### config.mk
export PLATFORM = sky130hd
export DESIGN_NAME = crc8_framed_bus_transfer_checker_top_flat
export DESIGN_NICKNAME = d
export VERILOG_FILES = /design/src/hdl/crc8fbc_pkg.sv /design/src/hdl/crc8fbc_if.sv /design/src/hdl/crc8fbc_crc.sv /design/src/hdl/crc8_framed_bus_transfer_checker_top.sv /design/src/flat_wrapper.sv
export SDC_FILE = /design/constraint.sdc
export NUM_CORES = 1
export LEC_CHECK = 0
export BUFFER_PORTS_ARGS = -buffer_cell sky130_fd_sc_hd__buf_2
export CORE_MARGIN = 3
export CORE_UTILIZATION = 60
export CTS_CLUSTER_DIAMETER = 150
export DETAILED_ROUTE_END_ITERATION = 10
export GPL_ROUTABILITY_DRIVEN = 0
export PLACE_DENSITY_LB_ADDON = 0.08
export SLEW_MARGIN = 20
export SYNTH_ARGS = -nofsm -noshare
export SYNTH_HDL_FRONTEND = slang
export SYNTH_SLANG_ARGS = --single-unit
### constraint.sdc
create_clock -name clk -period 6.7 [get_ports clk]
set_clock_uncertainty 0.15 [all_clocks]
set_input_delay 1.34 -clock clk [delete_from_list [all_inputs] [get_ports clk]]
set_output_delay 1.34 -clock clk [all_outputs]
set_load 0.02 [all_outputs]
### src/hdl/crc8fbc_pkg.sv
`timescale 1ns / 1ps

package crc8fbc_pkg;

  localparam logic [7:0] CRC_POLY = 8'h07;
  localparam logic [7:0] CRC_INIT = 8'h00;
  localparam logic [7:0] CRC_TOP  = 8'h80;

  localparam logic MODE_READ  = 1'b0;
  localparam logic MODE_WRITE = 1'b1;

  localparam logic REG_CRC_ENABLE     = 1'b0;
  localparam logic REG_DEVICE_ADDRESS = 1'b1;

  localparam int unsigned CFG_DATA_W = 7;

  // one byte through the MSB-first CRC-8, no reflection
  function automatic logic [7:0] crc8_feed(input logic [7:0] crc, input logic [7:0] din);
    logic [7:0] c;
    c = crc ^ din;
    for (int k = 0; k < 8; k++) begin
      if ((c & CRC_TOP) != 8'h00) begin
        c = {c[6:0], 1'b0} ^ CRC_POLY;
      end else begin
        c = {c[6:0], 1'b0};
      end
    end
    return c;
  endfunction

endpackage

### src/hdl/crc8fbc_if.sv
`timescale 1ns / 1ps

interface crc8fbc_in_if;
  logic       valid;
  logic       ready;
  logic       mode;
  logic       start_req;
  logic [7:0] reg_addr;
  logic [7:0] data_byte;
  logic [7:0] crc_byte;
  logic       last_in;

  modport source (output valid, mode, start_req, reg_addr, data_byte, crc_byte,
                  last_in, input ready);
  modport sink (input valid, mode, start_req, reg_addr, data_byte, crc_byte,
                last_in, output ready);
endinterface

interface crc8fbc_out_if;
  logic        valid;
  logic        ready;
  logic [7:0]  out_data;
  logic [7:0]  out_crc;
  logic        crc_ok;
  logic        transfer_failed;
  logic [15:0] word_value;
  logic        word_ready;
  logic        last_out;

  modport source (output valid, out_data, out_crc, crc_ok, transfer_failed, word_value,
                  word_ready, last_out, input ready);
  modport sink (input valid, out_data, out_crc, crc_ok, transfer_failed, word_value,
                word_ready, last_out, output ready);
endinterface

### src/hdl/crc8fbc_crc.sv
`timescale 1ns / 1ps

module crc8fbc_crc
  import crc8fbc_pkg::*;
(
  input  logic       mode,
  input  logic       start_req,
  input  logic [6:0] device_address,
  input  logic [7:0] reg_addr,
  input  logic [7:0] data_byte,
  output logic [7:0] crc
);

  logic [7:0] waddr;
  logic [7:0] raddr;
  logic [7:0] c_hdr;
  logic [7:0] c_frame;

  assign waddr = {device_address, 1'b0};
  assign raddr = {device_address, 1'b1};

  // bus framing prefix for the first byte of a transfer
  always_comb begin
    c_hdr = crc8_feed(crc8_feed(CRC_INIT, waddr), reg_addr);
    if (!start_req) begin
      c_frame = CRC_INIT;
    end else if (mode == MODE_READ) begin
      c_frame = crc8_feed(c_hdr, raddr);
    end else begin
      c_frame = c_hdr;
    end
  end

  assign crc = crc8_feed(c_frame, data_byte);

endmodule

### src/hdl/crc8_framed_bus_transfer_checker_top.sv
`timescale 1ns / 1ps

// channel   | dir | handshake     | payload
// in_ch     | in  | valid / ready | mode, start_req, reg_addr, data_byte, crc_byte, last_in
// out_ch    | out | valid / ready | out_data, out_crc, crc_ok, transfer_failed, word_value,
//           |     |               | word_ready, last_out
// cfg       | in  | cfg_we        | cfg_index, cfg_data
//
// One request per cycle sustained while the output is not stalled; two registers (input register, result register).
// CRC framing and word pairing are settled combinationally between the two registers.
// Synchronous rst clears valid flags, pairing phase, failure flag and crc enable; device address resets to 8.
// A stalled result holds the result register; the input register still takes one request.

module crc8_framed_bus_transfer_checker_top
  import crc8fbc_pkg::*;
(
  input  logic                  clk,
  input  logic                  rst,
  crc8fbc_in_if.sink            in_ch,
  crc8fbc_out_if.source         out_ch,
  input  logic                  cfg_we,
  input  logic                  cfg_index,
  input  logic [CFG_DATA_W-1:0] cfg_data
);

  logic       crc_enable;
  logic [6:0] device_address;

  logic       s1_valid;
  logic       s1_mode;
  logic       s1_start;
  logic [7:0] s1_reg;
  logic [7:0] s1_data;
  logic [7:0] s1_rx_crc;
  logic       s1_last;

  logic [7:0] held_low_byte;
  logic       odd_byte_phase;
  logic       failed_flag;

  logic       s1_adv;
  logic [7:0] crc_now;
  logic       phase_eff;
  logic       mismatch;
  logic       failed_next;

  always_ff @(posedge clk) begin
    if (rst) begin
      crc_enable     <= 1'b0;
      device_address <= 7'd8;
    end else if (cfg_we) begin
      unique case (cfg_index)
        REG_CRC_ENABLE:     crc_enable     <= cfg_data[0];
        REG_DEVICE_ADDRESS: device_address <= cfg_data[6:0];
        default: ;
      endcase
    end
  end

  assign s1_adv      = s1_valid && (!out_ch.valid || out_ch.ready);
  assign in_ch.ready = !s1_valid || s1_adv;

  always_ff @(posedge clk) begin
    if (rst) begin
      s1_valid <= 1'b0;
    end else if (in_ch.ready) begin
      s1_valid <= in_ch.valid;
    end
  end

  always_ff @(posedge clk) begin
    if (in_ch.valid && in_ch.ready) begin
      s1_mode   <= in_ch.mode;
      s1_start  <= in_ch.start_req;
      s1_reg    <= in_ch.reg_addr;
      s1_data   <= in_ch.data_byte;
      s1_rx_crc <= in_ch.crc_byte;
      s1_last   <= in_ch.last_in;
    end
  end

  crc8fbc_crc u_crc (
    .mode           (s1_mode),
    .start_req      (s1_start),
    .device_address (device_address),
    .reg_addr       (s1_reg),
    .data_byte      (s1_data),
    .crc            (crc_now)
  );

  assign phase_eff   = odd_byte_phase && !s1_start;
  assign mismatch    = crc_enable && (s1_mode == MODE_READ) && (crc_now != s1_rx_crc);
  assign failed_next = (failed_flag && !s1_start) || mismatch;

  always_ff @(posedge clk) begin
    if (rst) begin
      odd_byte_phase <= 1'b0;
      failed_flag    <= 1'b0;
      held_low_byte  <= 8'h00;
    end else if (s1_adv) begin
      odd_byte_phase <= !phase_eff && !s1_last;
      failed_flag    <= failed_next;
      if (!phase_eff) begin
        held_low_byte <= s1_data;
      end
    end
  end

  always_ff @(posedge clk) begin
    if (rst) begin
      out_ch.valid <= 1'b0;
    end else if (s1_adv) begin
      out_ch.valid <= 1'b1;
    end else if (out_ch.ready) begin
      out_ch.valid <= 1'b0;
    end
  end

  always_ff @(posedge clk) begin
    if (s1_adv) begin
      out_ch.out_data        <= s1_data;
      out_ch.out_crc         <= crc_enable ? crc_now : 8'h00;
      out_ch.crc_ok          <= !mismatch;
      out_ch.transfer_failed <= failed_next;
      out_ch.word_value      <= phase_eff ? {s1_data, held_low_byte} : 16'h0000;
      out_ch.word_ready      <= phase_eff;
      out_ch.last_out        <= s1_last;
    end
  end

endmodule

### src/flat_wrapper.sv
// flat-port wrapper written by rule: the top's interface ports become plain ports
module crc8_framed_bus_transfer_checker_top_flat import crc8fbc_pkg::*;
  (clk, rst, cfg_we, cfg_index, cfg_data, in_ch_valid, in_ch_mode, in_ch_start_req, in_ch_reg_addr, in_ch_data_byte, in_ch_crc_byte, in_ch_last_in, in_ch_ready, out_ch_valid, out_ch_out_data, out_ch_out_crc, out_ch_crc_ok, out_ch_transfer_failed, out_ch_word_value, out_ch_word_ready, out_ch_last_out, out_ch_ready);
  crc8fbc_in_if in_ch_i ();
  crc8fbc_out_if out_ch_i ();
  input  logic clk;
  input  logic rst;
  input  logic cfg_we;
  input  logic cfg_index;
  input  logic [CFG_DATA_W-1:0] cfg_data;
  input wire logic [$bits(in_ch_i.valid)-1:0] in_ch_valid;
  input wire logic [$bits(in_ch_i.mode)-1:0] in_ch_mode;
  input wire logic [$bits(in_ch_i.start_req)-1:0] in_ch_start_req;
  input wire logic [$bits(in_ch_i.reg_addr)-1:0] in_ch_reg_addr;
  input wire logic [$bits(in_ch_i.data_byte)-1:0] in_ch_data_byte;
  input wire logic [$bits(in_ch_i.crc_byte)-1:0] in_ch_crc_byte;
  input wire logic [$bits(in_ch_i.last_in)-1:0] in_ch_last_in;
  output wire logic [$bits(in_ch_i.ready)-1:0] in_ch_ready;
  output wire logic [$bits(out_ch_i.valid)-1:0] out_ch_valid;
  output wire logic [$bits(out_ch_i.out_data)-1:0] out_ch_out_data;
  output wire logic [$bits(out_ch_i.out_crc)-1:0] out_ch_out_crc;
  output wire logic [$bits(out_ch_i.crc_ok)-1:0] out_ch_crc_ok;
  output wire logic [$bits(out_ch_i.transfer_failed)-1:0] out_ch_transfer_failed;
  output wire logic [$bits(out_ch_i.word_value)-1:0] out_ch_word_value;
  output wire logic [$bits(out_ch_i.word_ready)-1:0] out_ch_word_ready;
  output wire logic [$bits(out_ch_i.last_out)-1:0] out_ch_last_out;
  input wire logic [$bits(out_ch_i.ready)-1:0] out_ch_ready;
  assign in_ch_i.valid = in_ch_valid;
  assign in_ch_i.mode = in_ch_mode;
  assign in_ch_i.start_req = in_ch_start_req;
  assign in_ch_i.reg_addr = in_ch_reg_addr;
  assign in_ch_i.data_byte = in_ch_data_byte;
  assign in_ch_i.crc_byte = in_ch_crc_byte;
  assign in_ch_i.last_in = in_ch_last_in;
  assign in_ch_ready = in_ch_i.ready;
  assign out_ch_valid = out_ch_i.valid;
  assign out_ch_out_data = out_ch_i.out_data;
  assign out_ch_out_crc = out_ch_i.out_crc;
  assign out_ch_crc_ok = out_ch_i.crc_ok;
  assign out_ch_transfer_failed = out_ch_i.transfer_failed;
  assign out_ch_word_value = out_ch_i.word_value;
  assign out_ch_word_ready = out_ch_i.word_ready;
  assign out_ch_last_out = out_ch_i.last_out;
  assign out_ch_i.ready = out_ch_ready;
  crc8_framed_bus_transfer_checker_top u_core (.clk(clk), .rst(rst), .in_ch(in_ch_i), .out_ch(out_ch_i), .cfg_we(cfg_we), .cfg_index(cfg_index), .cfg_data(cfg_data));
endmodule
# == Word level (Yosys, flattened, before mapping) ==
# Cells that the tools add are included.
# word_totals
output_inout_bits,38
reg_bits,83
wordCells,129
# op_classes
n_eq_ne,1
n_reduce_logical,20
mux,50
n_bitwise,38
# op_table
operator,n
two-way mux 8 bit,16
two-way mux 3 bit,32
NOT 3 bit,32
bitwise XOR 8 bit,3
inequality test 8 bit,1
logical AND 1 bit,7
zero test 1 bit,6
AND reduction 2 bit,3
logical OR 1 bit,3
NOT 1 bit,3
two-way mux 1 bit,2
nonzero test 2 bit,1

# == Depth between registers and ports, before layout ==
# Gate-level depths: netlist of the first run.
# depth
ltp_word,86
mapped_depth,11
ltp_nobuf,10

# == Hierarchy ==
# Synthesis of the first run repeated with hierarchy kept, for this count alone.
# unflattened
cells_unflattened,280
area_unflattened_um2,4007.6
# by_module_without_submodules
module,area_each_um2,seq_area_each_um2,cells_per_inst,instances
crc8_framed_bus_transfer_checker_top,2951.6,2292.2,186,1
crc8fbc_crc,1056.0,0.0,94,1

# == Worst setup path after synthesis of the first run ==
# No wires, ideal clock.
# synth_path
kind,register to register
startpoint,register u_core.device_address[0]
endpoint,"register u_core.out_ch.transfer_failed, data pin"
slack_ns,3.258
arrival_ns,3.027
synth_period_minus_slack_ns,3.442
setup_time_ns,0.265
required_ns,6.285
stages_incl_launch_ff,10
cell_sequence,dfxtp_1 > xnor3_1 > or3_1 > nand3_2 > nor4_2 > a2111oi_4 > xnor3_2 > a2111o_1 > o311ai_4 > o21ai_2
# synth_via
elab_chain_len,42
# synth_lines
item,line_no,text
start: declaration,crc8_framed_bus_transfer_checker_top.sv:27,logic [6:0] device_address;
start signal: assignment,crc8_framed_bus_transfer_checker_top.sv:54,REG_DEVICE_ADDRESS: device_address <= cfg_data[6:0];
NOT 3 bit (no line),-,
two-way mux 3 bit (2 in series),crc8fbc_pkg.sv:22,if ((c & CRC_TOP) != 8'h00) begin
NOT 3 bit (no line),-,
two-way mux 3 bit,crc8fbc_pkg.sv:22,
bitwise XOR 8 bit,crc8fbc_pkg.sv:20,c = crc ^ din;
NOT 3 bit (no line) / two-way mux 3 bit (equally long branches),-,
two-way mux 3 bit / NOT 3 bit (equally long branches),-,
two-way mux 3 bit,crc8fbc_pkg.sv:22,
(+26 left out),-,
two-way mux 3 bit / NOT 3 bit (equally long branches),-,
two-way mux 3 bit,crc8fbc_pkg.sv:22,
NOT 3 bit (no line),-,
two-way mux 3 bit,crc8fbc_pkg.sv:22,
inequality test 8 bit (*),crc8_framed_bus_transfer_checker_top.sv:92,assign mismatch = crc_enable && (s1_mode == MODE_READ) && (crc_now != s1_rx_crc);
logical AND 1 bit (*),crc8_framed_bus_transfer_checker_top.sv:92,
logical OR 1 bit (*),crc8_framed_bus_transfer_checker_top.sv:93,assign failed_next = (failed_flag && !s1_start) || mismatch;
via u_core.failed_next,crc8_framed_bus_transfer_checker_top.sv:45,logic failed_next;
end signal: assignment,crc8_framed_bus_transfer_checker_top.sv:124,out_ch.transfer_failed <= failed_next;
end: declaration,crc8fbc_if.sv:30,"modport source (output valid, out_data, out_crc, crc_ok, transfer_failed, word_value,"
# The timed path passes the listed nets; every way through them passes the cells marked *. The select of a mux whose other input is x is not followed.
# A chain may end at the register's enable or synchronous reset.

# == Worst setup path after layout of the first run ==
# layout_path
startpoint,register u_core.device_address[4]
endpoint,"register u_core.out_ch.transfer_failed, data pin"
# layout_via
elab_chain_len,42
# layout_lines
item,line_no
two-way mux 3 bit,crc8fbc_pkg.sv:22
NOT 3 bit (no line),-
two-way mux 3 bit,crc8fbc_pkg.sv:22
NOT 3 bit (no line),-
two-way mux 3 bit,crc8fbc_pkg.sv:22
bitwise XOR 8 bit,crc8fbc_pkg.sv:20
two-way mux 3 bit,crc8fbc_pkg.sv:22
NOT 3 bit (no line),-
(+27 left out),-
NOT 3 bit (no line),-
two-way mux 3 bit,crc8fbc_pkg.sv:22
NOT 3 bit (no line),-
two-way mux 3 bit,crc8fbc_pkg.sv:22
inequality test 8 bit (*),crc8_framed_bus_transfer_checker_top.sv:92
logical AND 1 bit (*),crc8_framed_bus_transfer_checker_top.sv:92
logical OR 1 bit (*),crc8_framed_bus_transfer_checker_top.sv:93
via u_core.failed_next,crc8_framed_bus_transfer_checker_top.sv:45
# Marked as above.

==> impl_metrics.toml, run 1 <==
[clock_tree]
cts_buffers = 9
cts-hold-fix-buffers = 0
htree_levels = 3
clk_pin_slew_ns = 0.08
clkLatencyLatePin_ns = 0.36
cts_root_buf = "clkbuf_8"
ctsLongestPathBuffers = 2
cts_tree = "built"
post_cts_buffers = 0
cts_resized = 0
cts.sinks = 83

[critical_path]
r2r_start = "u_core.device_address[4]"
rr_worst_depth = 10
max_stage_delay_ns = 0.60
crit_chain = "xor3_4 > xor2_1 > a211oi_1 > nor3b_1 > xnor2_1 > xnor3_1 > xnor2_1 > o221ai_1 > o311ai_4 > o21ai_2"
critPathBufInv = 0
critical_path.top_delay_family = "XOR/XNOR gates"
cp.arrival_ns = 3.93
endpoint_kind = "register"
crit_path_frequent_cell = "xnor2_1"
cp_slowest_cell = "xor3_4"
cp-start-kind = "register"
worstSetupPathDepth = 10
required_ns = 6.66
crit_type = "register to register"
path_max_fanout = 5
regToRegSetupSlack_ns = 2.73
r2r_end = "u_core.out_ch.transfer_failed"

[sta]
setup_viol = 0
rsz0062_at_grt = "false"
timing.final.hold_violations = 0
period_share_pct = 59.20
slew_viol_final = 0
tns_ns = 0
slew-limit-headroom_pct = 54.36
max_freq_ghz = 0.2521
finalCriticalPeriod_ns = 3.967
tightestPinTransition_ns = 0.6797

[routing]
wl_met3_um = 389
drt_iter0_markers = 124
first_pass_iters = 4
wl_per_cell_um = 16.19
wl_met1_um = 3194
highest_layer = "met4"
num_vias = 2506
via_per_inst = 5.355
wl_met2_um = 3822
drc_errors = 0
totalWireLength_um = 7575
antenna_left = 0

[pwr]
swShare_pct = 28.12
ir_drop_v = 0.0001652
cellPowerDensity_nw_per_um2 = 281.0
p_comb_share_pct = 24.2
p_seq_share_pct = 45.5
leakage_nw = 1.911
p_int_uw = 954.4
switching_power_uw = 373.4
power_frac_clock_pct = 30.3

[die]
core_area_um2 = 6459
initial_core_util_pct = 63.31
dieArea_um2 = 7841
die_y_um = 88.55
die_w_um = 88.55
ioPinCount = 78
fp-row-count = 29

[place]
placed_cell_area_um2 = 4501
numPortBuffers = 77
hpwl_um = 5490

[grt]
grt_pass1_wl_um = 12190
overflow = 0
antenna_found_initial = 0
grt_usage_pct = 21.40
grt_max_degree = 39
grt_pass1_vias = 2477

[synthesis]
synth_nets = 349
netlist_instances = 309
synth_edf_count = 63
synth_area_leaders = "edfxtp_1 (46%), dfxtp_1 (9.8%), xnor2_1 (7.7%)"
netlist.area_leader.share_pct = 46.27
synth-seq-cells = 83
netlist_top_cells_count = "edfxtp_1 (63), nand2_1 (36), xnor2_1 (36)"
ys_warn_count = 0
yosysUniqueCellTypes = 52
synth.most_common_cell = "edfxtp_1"
syn_area_um2 = 4089
synth.yosys.seq_area_share_pct = 56.06
synth-async-reset-ratio_pct = 0
synthFlopType = "edfxtp_1"
synth_largest_area_cell = "edfxtp_1"
syn_area_per_cell_um2 = 13.23

[worst_hold_path]
holdPathStages = 2
min_from = "u_core.held_low_byte[2]"
whs_endpoint = "u_core.held_low_byte[2]"
min_path_type = "register to register"

[final_layout]
n_antenna_cell = 0
largest_reg_flops = 16
syn_to_final_growth_pct = 15.58
nNetsFinal = 426
regMostFlops = "u_core.out_ch.word_value"
final_cell_area_um2 = 4726
drive_gt1_share_pct = 29.41

[status]
status = "completed"

[job]
drv_cap = 0
cell type report:
class	instances	area (um2)
clock buffers	9	123.9
clock inverters	7	98.84
fillers	458	1733
inverters	5	18.77
multi-input cells	208	1695
flip-flops and latches	83	2292
well taps	77	96.34
repair buffers	79	400.4
layout by cell type (no fill, tap or decap), drive strengths merged, types with 2 or more instances in the layout:
master	count
buf	79
edfxtp	63
xnor2	37
nand2	36
and2	20
dfxtp	20
a21oi	17
nor2	15
xnor3	10
xor2	9
clkbuf	9
nand3	9
xor3	7
mux2i	6
inv	6
nand2b	5
nor3	4
a211o	3
and3	3
clkinv	3
or2	2
o211ai	2
nor3b	2
bufinv	2
nor2b	2
o21ai	2
a2111oi	2
worst min-delay path, delay by kind of cell, from the launching register on:
kind	cells	cell delay, ns
AO/OA/AOI/OAI	1	0.05
flip-flops	1	0.31
AND/OR/NAND/NOR	1	0.05
per-stage QoR:
| stage | power, mW | cells | util [%] | setup WS (ns) | hold WS [ns] |
|---|---|---|---|---|---|
| global placement | 0.9315 | 452 | 69.68 | 2.772 | 0.2886 |
| global route | 1.394 | 468 | 73.17 | 2.507 | 0.3259 |
| floorplan | 0.8702 | 309 | - | 3.258 | 0.2780 |
| CTS | 1.337 | 468 | 73.13 | 2.730 | 0.3048 |
| finish | 1.328 | 468 | 73.17 | 2.733 | 0.3018 |
| detailed placement | 0.9368 | 452 | 69.68 | 2.746 | 0.2929 |
metal layers:
layer  track usage, %  vias to the layer above
met5                0                        -
met4            6.868                        0
met3            6.238                       16
met2            36.44                       78
met1            26.38                     1172
li1                 -                     1240
how the worst max path moves through the flow:
stage	end	from
after floorplan	u_core.out_ch.transfer_failed	u_core.device_address[0]
after global placement	u_core.out_ch.transfer_failed	u_core.device_address[4]
after detailed placement	u_core.out_ch.transfer_failed	u_core.device_address[4]
after CTS	u_core.out_ch.transfer_failed	u_core.device_address[4]
after global routing	u_core.out_ch.transfer_failed	u_core.device_address[4]
final	u_core.out_ch.transfer_failed	u_core.device_address[4]
power by group through the flow:
stage / clock network (mW) / registers (mW) / logic (mW)
floorplan: 0 / 0.620 / 0.250
global route: 0.434 / 0.607 / 0.353
detailed placement: 0 / 0.616 / 0.321
CTS: 0.410 / 0.604 / 0.323
finish: 0.402 / 0.604 / 0.322
global placement: 0 / 0.615 / 0.317
cells by family (layout without fill, tap and decap cells):
kind of cell	Yosys count	after routing	synth area share, %
buf+inv	18	100	2.540
flops	83	83	56.06
compound gates	36	36	7.130
simple gates	103	103	12.76
xor+xnor	63	63	20.04
mux	6	6	1.469
Note: power is estimated with default switching activity, not from simulation.
==> run 2, diff against run 1 <==
ABC_AREA = 1   (was default)
CORE_UTILIZATION = 51   (was 60)
clock period = 3.3 ns   (was 6.7 ns; I/O delays follow)
==> impl_metrics.toml, run 2 <==
[status]
status = "completed"

[synthesis]
synth_top_family_by_area = "simple AND/OR/NAND/NOR gates"
synthFlopType = "edfxtp_1"
syn_area_um2 = 4743
synth.yosys.seq_area_share_pct = 48.32
syn_area_per_cell_um2 = 7.866
yosysUniqueCellTypes = 27
synth_compound_area_share_pct = 4.458
synth_largest_area_cell = "edfxtp_1"
synth-adder-area-share_pct = 0
yosys.area_share.xor_xnor_pct = 0.8705
synth_area_leaders = "edfxtp_1 (40%), nand2_1 (17%), nand3_1 (8.7%)"
netlist.area_leader.share_pct = 39.88
netlist_instances = 603
synth_nets = 643
synth-simple-area-share_pct = 39.62
synth-seq-cells = 83
synth-async-reset-ratio_pct = 0
netlist_top_cells_count = "nand2_1 (218), nand3_1 (82), edfxtp_1 (63)"
ys_warn_count = 0
synth.most_common_cell = "nand2_1"
synth_mux_area_share_pct = 0
synth_edf_count = 63

[die]
initial_core_util_pct = 53.35
die_w_um = 102.4
die_y_um = 102.4
fp-row-count = 34
dieArea_um2 = 10490
core_area_um2 = 8891
ioPinCount = 78

[routing]
drc_errors = 0
antenna_left = 0
totalWireLength_um = 11010
first_pass_iters = 4
drt_iter0_markers = 204
via_per_inst = 5.158
num_vias = 4271
wl_per_cell_um = 13.29

[grt]
grt_max_degree = 28
grt_pass1_vias = 3867
grt_usage_pct = 20.94
overflow = 0
grt_pass1_wl_um = 17210
antenna_found_initial = 0

[critical_path]
cp_slowest_cell = "edfxtp_1"
critical_path.top_delay_family = "simple AND/OR/NAND/NOR gates"
endpoint_kind = "register"
max_stage_delay_ns = 0.44
crit_path_frequent_cell = "nand2_2"
r2r_end = "u_core.out_ch.transfer_failed"
cp-start-kind = "register"
path_max_fanout = 5
regToRegSetupSlack_ns = 0.03
crit_type = "register to register"
critPathBufInv = 3
r2r_start = "u_core.s1_reg[5]"
rr_worst_depth = 31
cp.arrival_ns = 3.25
required_ns = 3.28

[sta]
period_share_pct = 99.24
rsz0062_at_grt = "true"
timing.final.hold_violations = 0
slew-limit-headroom_pct = 67.41
setup_viol = 0
setup_ws_ns = 0.02518
max_freq_ghz = 0.3054
finalCriticalPeriod_ns = 3.275
tightestPinTransition_ns = 0.4877
slew_viol_final = 0

[clock_tree]
cts_buffers = 9
cts_root_buf = "clkbuf_8"
cts.sinks = 83
cts_tree = "built"
ctsLongestPathBuffers = 2
clkLatencyLatePin_ns = 0.37
clk_pin_slew_ns = 0.09
cts-hold-fix-buffers = 0
htree_levels = 3

[pwr]
leakage_nw = 2.866
cellPowerDensity_nw_per_um2 = 558.2
finalPower_mw = 3.320
ir_drop_v = 0.0002496

[final_layout]
drive_gt1_share_pct = 39.72
final_common_cell = "nand2_1"
largest_reg_flops = 16
regMostFlops = "u_core.out_ch.word_value"
n_antenna_cell = 0
nNetsFinal = 755
final_cell_area_um2 = 5947
finalNonFillerCells = 828
final_cell_mix = "nand2_1 (169), nand2_2 (88), buf_2 (77)"
syn_to_final_growth_pct = 25.38

[worst_hold_path]
min_path_type = "input port to register"
whs_endpoint = "u_core.s1_mode"
min_from = "in_ch_mode"
holdPathStages = 1

[place]
dpl_worst_slack_ns = -0.2613
numPortBuffers = 77
hpwl_um = 8232
placed_cell_area_um2 = 5391
dpl.cell_count = 804

[job]
drv_cap = 0
[run 2: cell count changes after synthesis, moves of 7 or more]
| cell | change |
|---|---|
| nand3_1 | +74 |
| xnor3_1 | -7 |
| nand3_2 | +13 |
| xor2_1 | -8 |
| nand2_2 | +46 |
| nor2_1 | +14 |
| o21ai_0 | +17 |
| and2_1 | -20 |
| nand2_1 | +182 |
| inv_1 | +49 |
| inv_2 | +10 |
| xnor2_1 | -36 |
[run 2: repair_timing]
| item | 4_1_cts | 5_1_grt |
|---|---|---|
| endpoints found under the setup margin | 3 | 4 |
| cloned | 0 | 0 |
| pin swaps | 0 | 23 |
| gates resized for setup | 13 | 84 |
| buffers inserted | 3 | 5 |
[run 2: power breakdown]
part	leakage, nW	switching, mW	total, mW	internal (mW)
combinational	1.99	0.847	1.32	0.475
clock	0.105	0.393	0.772	0.380
sequential	0.769	0.0381	1.23	1.19
total	2.87	1.28	3.32	2.04
[run 2: cell type report]
cell class	instances	area, um2
Tap cell	108	135.1
Clock buffer	10	137.6
Timing Repair Buffer	109	625.6
Sequential cell	83	2316
Multi-Input combinational cell	444	2384
Inverter	68	277.8
Clock inverter	6	71.32
Fill cell	761	2944
[run 2: per-layer routing]
layer / part of all wire, % / wire length [um] / track usage, %
met1: 43 / 4760 / 26.91
met2: 48 / 5335 / 34.96
met3: 6.2 / 678 / 3.959
met4: 2.1 / 234 / 8.073
met5: 0 / 0 / 0
[run 2: worst max path at each step]
stage                             startpoint                             to  cells past startpoint
finish                      u_core.s1_reg[5]  u_core.out_ch.transfer_failed                     31
global route                u_core.s1_reg[6]  u_core.out_ch.transfer_failed                     30
CTS                 u_core.device_address[5]  u_core.out_ch.transfer_failed                     28
detailed placement  u_core.device_address[5]  u_core.out_ch.transfer_failed                     27
global placement    u_core.device_address[5]  u_core.out_ch.transfer_failed                     27
floorplan           u_core.device_address[2]  u_core.out_ch.transfer_failed                     31
[run 2: logic make-up (layout without fill, tap and decap cells)]
group           after synthesis  count (layout)
compound gates               41              41
xor+xnor                      3               3
buf+inv                      76             193
flops                        83              83
simple gates                400             400
[run 2: through the flow]
stage / hold WS (ns) / TNS (ns) / utilization, %
final: 0.3085 / 0 / 66.89
after detailed placement: 0.3200 / -0.6356 / 60.64
after CTS: 0.3027 / 0 / 63.51
after global routing: 0.3027 / -0.5558 / 66.89
after global placement: 0.3080 / -0.5341 / 60.64
after floorplan: 0.2773 / 0 / -
